## src/rtl/core/oqe_pkg.sv

```systemverilog
// oqe_pkg: shared types and codes for the ordered queue engine
// holds the transaction structs, the memory strobe struct, operation codes and status codes
// no dependencies
package oqe_pkg;

    // fixed field widths
    localparam int KEY_W   = 32;
    localparam int DATA_W  = 32;
    localparam int TOTAL_W = 5;

    // operation codes
    localparam logic [2:0] MODE_INSERT   = 3'd0;
    localparam logic [2:0] MODE_REM_HEAD = 3'd1;
    localparam logic [2:0] MODE_REM_KEY  = 3'd2;
    localparam logic [2:0] MODE_REM_DATA = 3'd3;
    localparam logic [2:0] MODE_CLEAR    = 3'd4;

    // status codes
    localparam logic [1:0] ST_OK   = 2'd0;
    localparam logic [1:0] ST_MISS = 2'd1;
    localparam logic [1:0] ST_FULL = 2'd2;
    localparam logic [1:0] ST_ZERO = 2'd3;

    // request transaction
    typedef struct packed {
        logic [2:0]        mode;
        logic [KEY_W-1:0]  item_key;
        logic [DATA_W-1:0] item_data;
    } req_t;

    // result transaction
    typedef struct packed {
        logic [1:0]         status;
        logic [DATA_W-1:0]  removed_data;
        logic [KEY_W-1:0]   front_key;
        logic [DATA_W-1:0]  front_data;
        logic [TOTAL_W-1:0] entry_total;
    } rsp_t;

    // memory port strobes from the sequencer
    typedef struct packed {
        logic rd_en;
        logic wr_en;
    } mem_ctl_t;

endpackage

```

## src/rtl/core/oqe_store.sv

```systemverilog
// oqe_store: key and data memories of the queue, one write and one read port
// read data is registered; uses oqe_pkg
module oqe_store #(
    parameter int DEPTH = 16
) (
    input  logic                         clk,
    input  oqe_pkg::mem_ctl_t            mem_ctl,
    input  logic [$clog2(DEPTH)-1:0]     rd_addr,
    input  logic [$clog2(DEPTH)-1:0]     wr_addr,
    input  logic [oqe_pkg::KEY_W-1:0]    wr_key,
    input  logic [oqe_pkg::DATA_W-1:0]   wr_data,
    output logic [oqe_pkg::KEY_W-1:0]    rd_key,
    output logic [oqe_pkg::DATA_W-1:0]   rd_data
);

    logic [oqe_pkg::KEY_W-1:0]  key_mem  [DEPTH];
    logic [oqe_pkg::DATA_W-1:0] data_mem [DEPTH];

    // write port
    always_ff @(posedge clk)
    begin
        if (mem_ctl.wr_en)
        begin
            key_mem[wr_addr]  <= wr_key;
            data_mem[wr_addr] <= wr_data;
        end
    end

    // registered read port
    always_ff @(posedge clk)
    begin
        if (mem_ctl.rd_en)
        begin
            rd_key  <= key_mem[rd_addr];
            rd_data <= data_mem[rd_addr];
        end
    end

endmodule

```

## src/rtl/core/oqe_cmp.sv

```systemverilog
// oqe_cmp: the shared compare unit used on every scanned cell
// decides whether the cell ends the scan for the current operation; uses oqe_pkg
module oqe_cmp (
    input  logic [2:0]                 mode,
    input  logic [oqe_pkg::KEY_W-1:0]  op_key,
    input  logic [oqe_pkg::DATA_W-1:0] op_data,
    input  logic [oqe_pkg::KEY_W-1:0]  cell_key,
    input  logic [oqe_pkg::DATA_W-1:0] cell_data,
    output logic                       hit
);

    // insert stops at the first greater key, removals at the first match
    always_comb
    begin
        unique case (mode)
            oqe_pkg::MODE_INSERT:   hit = (op_key < cell_key);
            oqe_pkg::MODE_REM_HEAD: hit = 1'b1;
            oqe_pkg::MODE_REM_KEY:  hit = (cell_key == op_key);
            oqe_pkg::MODE_REM_DATA: hit = (cell_data == op_data);
            default:                hit = 1'b0;
        endcase
    end

endmodule

```

## src/rtl/core/oqe_ctrl.sv

```systemverilog
// oqe_ctrl: sequencer that scans, shifts and rewrites the queue one cell at a time
// drives the memory port and builds the result; uses oqe_pkg and oqe_cmp
module oqe_ctrl #(
    parameter int DEPTH = 16
) (
    input  logic                         clk,
    input  logic                         rst_n,
    input  logic                         start,
    input  oqe_pkg::req_t                req,
    input  logic                         ordered,
    output logic                         busy,
    output logic                         done,
    output oqe_pkg::rsp_t                rsp,
    output oqe_pkg::mem_ctl_t            mem_ctl,
    output logic [$clog2(DEPTH)-1:0]     rd_addr,
    output logic [$clog2(DEPTH)-1:0]     wr_addr,
    output logic [oqe_pkg::KEY_W-1:0]    wr_key,
    output logic [oqe_pkg::DATA_W-1:0]   wr_data,
    input  logic [oqe_pkg::KEY_W-1:0]    rd_key,
    input  logic [oqe_pkg::DATA_W-1:0]   rd_data
);

    localparam int AW = $clog2(DEPTH);
    localparam int CW = $clog2(DEPTH + 1);

    typedef enum logic [10:0] {
        S_IDLE      = 11'b000_0000_0001,
        S_SCAN_RD   = 11'b000_0000_0010,
        S_SCAN_CMP  = 11'b000_0000_0100,
        S_SHIFT_RD  = 11'b000_0000_1000,
        S_SHIFT_WR  = 11'b000_0001_0000,
        S_PUT       = 11'b000_0010_0000,
        S_DROP_RD   = 11'b000_0100_0000,
        S_DROP_WR   = 11'b000_1000_0000,
        S_HEAD_RD   = 11'b001_0000_0000,
        S_HEAD_WAIT = 11'b010_0000_0000,
        S_DONE      = 11'b100_0000_0000
    } state_t;

    state_t                     state_reg, state_next;
    logic [CW-1:0]              count_reg, count_next;
    logic [CW-1:0]              idx_reg, idx_next;
    logic [CW-1:0]              pos_reg, pos_next;
    logic [2:0]                 mode_reg, mode_next;
    logic [oqe_pkg::KEY_W-1:0]  key_reg, key_next;
    logic [oqe_pkg::DATA_W-1:0] data_reg, data_next;
    logic [1:0]                 status_reg, status_next;
    logic [oqe_pkg::DATA_W-1:0] removed_reg, removed_next;
    logic [oqe_pkg::KEY_W-1:0]  fkey_reg, fkey_next;
    logic [oqe_pkg::DATA_W-1:0] fdata_reg, fdata_next;

    logic [CW-1:0] idx_m1;
    logic [CW-1:0] idx_p1;
    logic          hit;

    assign idx_m1 = idx_reg - CW'(1);
    assign idx_p1 = idx_reg + CW'(1);

    // shared compare unit on the cell just read
    oqe_cmp u_cmp (
        .mode      (mode_reg),
        .op_key    (key_reg),
        .op_data   (data_reg),
        .cell_key  (rd_key),
        .cell_data (rd_data),
        .hit       (hit)
    );

    // sequencer
    always_comb
    begin
        state_next   = state_reg;
        count_next   = count_reg;
        idx_next     = idx_reg;
        pos_next     = pos_reg;
        mode_next    = mode_reg;
        key_next     = key_reg;
        data_next    = data_reg;
        status_next  = status_reg;
        removed_next = removed_reg;
        fkey_next    = fkey_reg;
        fdata_next   = fdata_reg;
        mem_ctl      = '0;
        rd_addr      = '0;
        wr_addr      = '0;
        wr_key       = key_reg;
        wr_data      = data_reg;

        unique case (state_reg)
            S_IDLE:
            begin
                if (start)
                begin
                    mode_next    = req.mode;
                    key_next     = req.item_key;
                    data_next    = req.item_data;
                    status_next  = oqe_pkg::ST_OK;
                    removed_next = '0;
                    idx_next     = '0;
                    unique case (req.mode) inside
                        oqe_pkg::MODE_INSERT:
                        begin
                            if (req.item_data == '0)
                            begin
                                status_next = oqe_pkg::ST_ZERO;
                                state_next  = S_HEAD_RD;
                            end
                            else if (count_reg == CW'(DEPTH))
                            begin
                                status_next = oqe_pkg::ST_FULL;
                                state_next  = S_HEAD_RD;
                            end
                            else if (ordered)
                            begin
                                state_next = S_SCAN_RD;
                            end
                            else
                            begin
                                pos_next   = count_reg;
                                idx_next   = count_reg;
                                state_next = S_SHIFT_RD;
                            end
                        end
                        oqe_pkg::MODE_REM_HEAD, oqe_pkg::MODE_REM_KEY,
                        oqe_pkg::MODE_REM_DATA:
                        begin
                            state_next = S_SCAN_RD;
                        end
                        oqe_pkg::MODE_CLEAR:
                        begin
                            count_next = '0;
                            state_next = S_HEAD_RD;
                        end
                        default:
                        begin
                            state_next = S_HEAD_RD;
                        end
                    endcase
                end
            end
            // read the next cell, or finish the scan at the tail
            S_SCAN_RD:
            begin
                if (idx_reg == count_reg)
                begin
                    if (mode_reg == oqe_pkg::MODE_INSERT)
                    begin
                        pos_next   = count_reg;
                        idx_next   = count_reg;
                        state_next = S_SHIFT_RD;
                    end
                    else
                    begin
                        status_next = oqe_pkg::ST_MISS;
                        state_next  = S_HEAD_RD;
                    end
                end
                else
                begin
                    mem_ctl.rd_en = 1'b1;
                    rd_addr       = idx_reg[AW-1:0];
                    state_next    = S_SCAN_CMP;
                end
            end
            S_SCAN_CMP:
            begin
                if (hit)
                begin
                    pos_next = idx_reg;
                    if (mode_reg == oqe_pkg::MODE_INSERT)
                    begin
                        idx_next   = count_reg;
                        state_next = S_SHIFT_RD;
                    end
                    else
                    begin
                        removed_next = rd_data;
                        state_next   = S_DROP_RD;
                    end
                end
                else
                begin
                    idx_next   = idx_p1;
                    state_next = S_SCAN_RD;
                end
            end
            // open a hole at the insert position, tail first
            S_SHIFT_RD:
            begin
                if (idx_reg == pos_reg)
                begin
                    state_next = S_PUT;
                end
                else
                begin
                    mem_ctl.rd_en = 1'b1;
                    rd_addr       = idx_m1[AW-1:0];
                    state_next    = S_SHIFT_WR;
                end
            end
            S_SHIFT_WR:
            begin
                mem_ctl.wr_en = 1'b1;
                wr_addr       = idx_reg[AW-1:0];
                wr_key        = rd_key;
                wr_data       = rd_data;
                idx_next      = idx_m1;
                state_next    = S_SHIFT_RD;
            end
            S_PUT:
            begin
                mem_ctl.wr_en = 1'b1;
                wr_addr       = pos_reg[AW-1:0];
                count_next    = count_reg + CW'(1);
                state_next    = S_HEAD_RD;
            end
            // close the gap of a removed cell, head first
            S_DROP_RD:
            begin
                if (idx_p1 == count_reg)
                begin
                    count_next = count_reg - CW'(1);
                    state_next = S_HEAD_RD;
                end
                else
                begin
                    mem_ctl.rd_en = 1'b1;
                    rd_addr       = idx_p1[AW-1:0];
                    state_next    = S_DROP_WR;
                end
            end
            S_DROP_WR:
            begin
                mem_ctl.wr_en = 1'b1;
                wr_addr       = idx_reg[AW-1:0];
                wr_key        = rd_key;
                wr_data       = rd_data;
                idx_next      = idx_p1;
                state_next    = S_DROP_RD;
            end
            // fetch the head for the result
            S_HEAD_RD:
            begin
                if (count_reg == '0)
                begin
                    fkey_next  = '0;
                    fdata_next = '0;
                    state_next = S_DONE;
                end
                else
                begin
                    mem_ctl.rd_en = 1'b1;
                    rd_addr       = '0;
                    state_next    = S_HEAD_WAIT;
                end
            end
            S_HEAD_WAIT:
            begin
                fkey_next  = rd_key;
                fdata_next = rd_data;
                state_next = S_DONE;
            end
            S_DONE:
            begin
                state_next = S_IDLE;
            end
            default:
            begin
                state_next = S_IDLE;
            end
        endcase
    end

    // control state
    always_ff @(posedge clk or negedge rst_n)
    begin
        if (!rst_n)
        begin
            state_reg <= S_IDLE;
            count_reg <= '0;
        end
        else
        begin
            state_reg <= state_next;
            count_reg <= count_next;
        end
    end

    // working and result registers
    always_ff @(posedge clk)
    begin
        idx_reg     <= idx_next;
        pos_reg     <= pos_next;
        mode_reg    <= mode_next;
        key_reg     <= key_next;
        data_reg    <= data_next;
        status_reg  <= status_next;
        removed_reg <= removed_next;
        fkey_reg    <= fkey_next;
        fdata_reg   <= fdata_next;
    end

    // result transaction
    assign busy             = (state_reg != S_IDLE);
    assign done             = (state_reg == S_DONE);
    assign rsp.status       = status_reg;
    assign rsp.removed_data = removed_reg;
    assign rsp.front_key    = fkey_reg;
    assign rsp.front_data   = fdata_reg;
    assign rsp.entry_total  = oqe_pkg::TOTAL_W'(count_reg);

endmodule

```

## src/rtl/core/ordered_queue_engine.sv

```systemverilog
// ordered_queue_engine: top level of the bounded ordered queue
// holds the mode register and joins the sequencer and the memories; uses oqe_pkg
//
// One transaction is taken when start is high and busy is low; busy then stays
// high until its result has been shown. The result appears on rsp for exactly
// one cycle with done high and cannot be held off, so the receiver must take it
// then. All queue cells live in one key and data store with one read and one
// write port, and every cell visit goes through those ports. An operation runs
// from the accept cycle through a scan over the compared cells and the moves
// of the shifted cells; it then writes any new entry, fetches the head and
// presents the result. The scan stops where the moves start, so compared and
// moved cells never add up to more than DEPTH: an ordered insert into DEPTH-1
// entries that lands before a held entry is the longest operation. The ordered
// register (reset 1) is written with cfg_we and must only change while busy is
// low.
module ordered_queue_engine #(
    parameter int DEPTH = 16
) (
    input  logic          clk,
    input  logic          rst_n,
    input  logic          start,
    input  oqe_pkg::req_t req,
    output logic          busy,
    input  logic          cfg_we,
    input  logic          cfg_wdata,
    output logic          done,
    output oqe_pkg::rsp_t rsp
);

    localparam int AW = $clog2(DEPTH);

    logic                       ordered_reg;
    oqe_pkg::mem_ctl_t          mem_ctl;
    logic [AW-1:0]              rd_addr;
    logic [AW-1:0]              wr_addr;
    logic [oqe_pkg::KEY_W-1:0]  wr_key;
    logic [oqe_pkg::DATA_W-1:0] wr_data;
    logic [oqe_pkg::KEY_W-1:0]  rd_key;
    logic [oqe_pkg::DATA_W-1:0] rd_data;

    // mode register
    always_ff @(posedge clk or negedge rst_n)
    begin
        if (!rst_n)
        begin
            ordered_reg <= 1'b1;
        end
        else if (cfg_we)
        begin
            ordered_reg <= cfg_wdata;
        end
    end

    // sequencer with the shared compare unit
    oqe_ctrl #(
        .DEPTH (DEPTH)
    ) u_ctrl (
        .clk     (clk),
        .rst_n   (rst_n),
        .start   (start),
        .req     (req),
        .ordered (ordered_reg),
        .busy    (busy),
        .done    (done),
        .rsp     (rsp),
        .mem_ctl (mem_ctl),
        .rd_addr (rd_addr),
        .wr_addr (wr_addr),
        .wr_key  (wr_key),
        .wr_data (wr_data),
        .rd_key  (rd_key),
        .rd_data (rd_data)
    );

    // queue cells
    oqe_store #(
        .DEPTH (DEPTH)
    ) u_store (
        .clk     (clk),
        .mem_ctl (mem_ctl),
        .rd_addr (rd_addr),
        .wr_addr (wr_addr),
        .wr_key  (wr_key),
        .wr_data (wr_data),
        .rd_key  (rd_key),
        .rd_data (rd_data)
    );

    // a result only closes a transaction in progress
    a_done_in_flight: assert property (@(posedge clk) disable iff (!rst_n)
        done |-> busy)
        else $error("result strobe without a transaction in flight");

    // the engine is free again right after a result
    a_done_frees: assert property (@(posedge clk) disable iff (!rst_n)
        done |=> !busy)
        else $error("engine still busy after result");

    // an accepted transaction occupies the engine
    a_accept_busy: assert property (@(posedge clk) disable iff (!rst_n)
        (start && !busy) |=> busy)
        else $error("accepted transaction did not raise busy");

    // an empty queue reports a zero head
    a_empty_head: assert property (@(posedge clk) disable iff (!rst_n)
        (done && rsp.entry_total == '0 && DEPTH < 32)
            |-> (rsp.front_key == '0 && rsp.front_data == '0))
        else $error("empty queue reported a head entry");

    // a failed operation removes nothing
    a_fail_no_data: assert property (@(posedge clk) disable iff (!rst_n)
        (done && rsp.status != oqe_pkg::ST_OK) |-> (rsp.removed_data == '0))
        else $error("failed operation reported removed data");

endmodule

```

## config.mk

```make
export PLATFORM = sky130hd
export DESIGN_NAME = ordered_queue_engine
export DESIGN_NICKNAME = d
export VERILOG_FILES = /design/src/rtl/core/oqe_pkg.sv /design/src/rtl/core/oqe_store.sv /design/src/rtl/core/oqe_cmp.sv /design/src/rtl/core/oqe_ctrl.sv /design/src/rtl/core/ordered_queue_engine.sv
export SDC_FILE = /design/constraint.sdc
export NUM_CORES = 2
export LEC_CHECK = 0
export BUFFER_PORTS_ARGS = -buffer_cell sky130_fd_sc_hd__buf_2
export CAP_MARGIN = 0
export CORE_AREA = 2 2 399 401
export CTS_CLUSTER_DIAMETER = 30
export CTS_CLUSTER_SIZE = 24
export DETAILED_ROUTE_END_ITERATION = 6
export DIE_AREA = 0 0 401 403
export PLACE_DENSITY = 0.61
export SLEW_MARGIN = 5
export SYNTH_ARGS = -nofsm -noshare
export SYNTH_HDL_FRONTEND = slang
export SYNTH_SLANG_ARGS = --single-unit
export TNS_END_PERCENT = 10
```

## constraint.sdc

```tcl
create_clock -name clk -period 6.25 [get_ports clk]
set_clock_uncertainty 0.1 [all_clocks]
set_input_delay 0.9375 -clock clk [delete_from_list [all_inputs] [get_ports clk]]
set_output_delay 0.9375 -clock clk [all_outputs]
set_load 0.005 [all_outputs]
```

==> out/metrics.yaml <==
status: "finished with violations"
violations: "DRC"
hold_start: "req[46]"
cts_setup_buffers: 0
r2r_start: "u_ctrl.idx_reg[0]$_DFFE_PP_"
routed_wl_mm: 199.0
synth_top_area_cell: "edfxtp_1"
critical_path.cell_chain: "inv_8 > ha_1 > xnor2_1 > and2_1 > o211a_1 > nor3_1 > o22ai_1 > nand3_2 > buf_4 > a211oi_1 > or4_1"
clk_path_buf_depth: 3
design_area_sq_mm: 0.07344
insertion_delay_ns: 0.84
min_delay_path_depth: 1
multi_input_area_sq_mm: 0.02222
num_antenna_cells: 0
numCtsBuffers: 229
crit_path_max_fanout: 116
overflow: 0
setup_viol: 0
yosysSeqAreaShare_pct: 61.40
ys_types: 86
dieArea_sq_mm: 0.1616
power.leakage_uw: 0.02655
dp_hpwl_mm: 106.0
synth_warnings: 0
row_count: 146
synth.top_cell.area_share_pct: 60.72
critPathRequiredTime_ns: 6.84
grt_util_all_layers_pct: 23.72
synth_edf_count: 1263
synthArstFlopShare_pct: 1.328
ctsHoldBuffers: 1
grt_first_pass_wirelength_mm: 291.1
end_kind: "flop"
cts_tree: "built"
drv_cap: 0
synth_area_sq_mm: 0.06247
drt-initial-drc-count: 5959
cp_slowest_stage_delay_ns: 0.76
slew_headroom_pct: 15.74
setup_tns_ns: 0
rsz0062_at_grt: "false"
place_congestion: 0.8864
arrival_ns: 5.46
synth_area_leaders: "edfxtp_1, a221oi_1, a211oi_1, nand2_1, mux2i_1"
syn_inst: 4988
drtPass1Iterations: 7
peakVddDrop_uv: 510.0
ys_seq_elements: 1280
crit_family: "simple AND/OR/NAND/NOR gates"
cts.clk_slew.worst_paths_ns: 0.06
hold_end: "u_ctrl.key_reg[14]$_DFFE_PP_"
fin_cells: 7322
vias_per_cell: 6.408
clock_sinks: 1280
r2r_end: "u_store.rd_data[7]$_DFFE_PP_"
hold_path.class: "input pin to flop"
register_area_sq_mm: 0.03835
fin_crit_ns: 4.870
cp_slowest_cell: "nand3_2"
drive_gt1_share_pct: 17.14
crit_path_start_kind: "flop"
reg2reg_slack_ns: 1.38
io_buffers: 176
power_density_mw_per_mm2: 457.6
drtAntennaViolNets: 0
avgSynthCellArea_sq_um: 12.52
grt_pass1_vias: 44545
place_area_sq_mm: 0.06548
reg2reg_depth: 11
num_vias: 46919
grt_max_degree: 222
synth_flop_cell: "edfxtp_1"
timing.final.crit_share_pct: 77.92
finalMaxSlewViolations: 0
p_total_uw: 33610
boundaryPins: 177
die_h_microns: 403
top_regs: "u_store.data_mem (512), u_store.key_mem (512)"
antenna_found_initial: 13
nNetsFinal: 5163
syn_to_final_growth_pct: 17.56
critical_path_class: "flop to flop"
synth.net_count: 5098
cts_resized: 0
dp_cells: 6893
finalHoldViolCount: 0
post_drt_wl_per_cell_microns: 27.18
drcViolationCount: 1
die_x_microns: 401
fp.coreArea_sq_mm: 0.1575
path_buf_inv: 2
max_freq_mhz: 205.3
initial_core_util_pct: 39.67
worst_pin_slew_ns: 1.232
clock-root-buffer: "clkbuf_16"
htreeDepth: 4
final.fill_count: 13578
## layout by cell type (no fill, tap or decap), drive strengths merged, types with 109 or more instances in the layout
cell	Yosys	final
mux2	184	184
nand2	530	530
a211oi	269	269
o21ai	169	169
nand3	158	158
clkbuf	248	248
and3	141	141
a31oi	116	116
mux2i	189	189
edfxtp	1263	1263
buf	201	282
a221oi	272	272
a21oi	374	374
a22oi	109	109
## synth_stat cells (14+ instances only)
library cell and count:
a211oi_1 268, a21o_1 83, a21oi_1 374, a221o_1 106, a221oi_1 271, a22o_1 22, a22oi_1 109, a31oi_1 116
and2_1 70, and3_1 141, buf_1 35, buf_2 147, clkbuf_1 248, dfrtp_1 15, edfxtp_1 1263, ha_1 37
inv_1 39, mux2_2 141, mux2_4 37, mux2i_1 189, nand2_1 530, nand3_1 157, nor2_1 91, nor3_1 14
nor4_1 15, o21ai_0 165, o2bb2ai_1 36, o32ai_1 29, or4_1 38, xnor2_1 32, xor2_1 15
## power breakdown
part	internal [uW]	total, uW	switching (uW)
Clock	8120	12700	4530
Combinational	3160	9350	6190
Sequential	10800	11600	748
Total	22100	33600	11500
## how the worst max path moves through the flow
stage	startpoint	endpoint	slack, ns	cells after the start
finish	u_ctrl.idx_reg[0]$_DFFE_PP_	u_store.rd_data[7]$_DFFE_PP_	1.38	11
global route	u_ctrl.idx_reg[0]$_DFFE_PP_	u_store.rd_data[7]$_DFFE_PP_	1.11	10
CTS	u_ctrl.idx_reg[0]$_DFFE_PP_	u_store.rd_key[21]$_DFFE_PP_	1.29	10
detailed placement	u_ctrl.idx_reg[0]$_DFFE_PP_	u_store.rd_key[21]$_DFFE_PP_	1.31	10
global placement	u_ctrl.idx_reg[0]$_DFFE_PP_	u_store.rd_data[31]$_DFFE_PP_	1.48	10
floorplan	u_ctrl.state_reg[9]$_DFFE_PN0P_	u_store.data_mem[10][0]$_DFFE_PP_	0.86	6
## final cells by class
class | instances | area share (%)
timing repair buffer | 283 | 2.910
multi-input combinational | 3215 | 30.25
sequential | 1280 | 52.23
clock inverter | 180 | 2.873
inverter | 44 | 0.2624
clock buffer | 248 | 7.943
tap | 2072 | 3.530
## cell families after synthesis
family                     share of synthesized area [%]
AOI/OAI and AO/OA                                  18.66
DFF                                                61.40
and+or+nand+nor                                    8.459
buffers and inverters                              3.417
muxes                                              6.568
xor gates and xnor gates                          0.7211
adders and majority gates                         0.7732
## stage by stage
step	util, %	worst slack (ns)	hold slack (ns)
detailed placement	41.59	1.311	0.5031
finish	46.64	1.380	0.1708
global route	46.64	1.106	0.1382
CTS	46.64	1.293	0.1246
floorplan	-	0.8630	0.4563
global placement	41.59	1.475	0.4947
## metal layers
| layer | global-route usage, % | up-vias | wire [microns] |
|---|---|---|---|
| met4 | 9.699 | 6 | 7169 |
| met3 | 4.798 | 455 | 20600 |
| met2 | 36.84 | 2667 | 90620 |
| met1 | 32.48 | 23567 | 80560 |
| li1 | - | 20224 | - |
| met5 | 0 | - | 40 |
(Power assumes the default switching activity.)
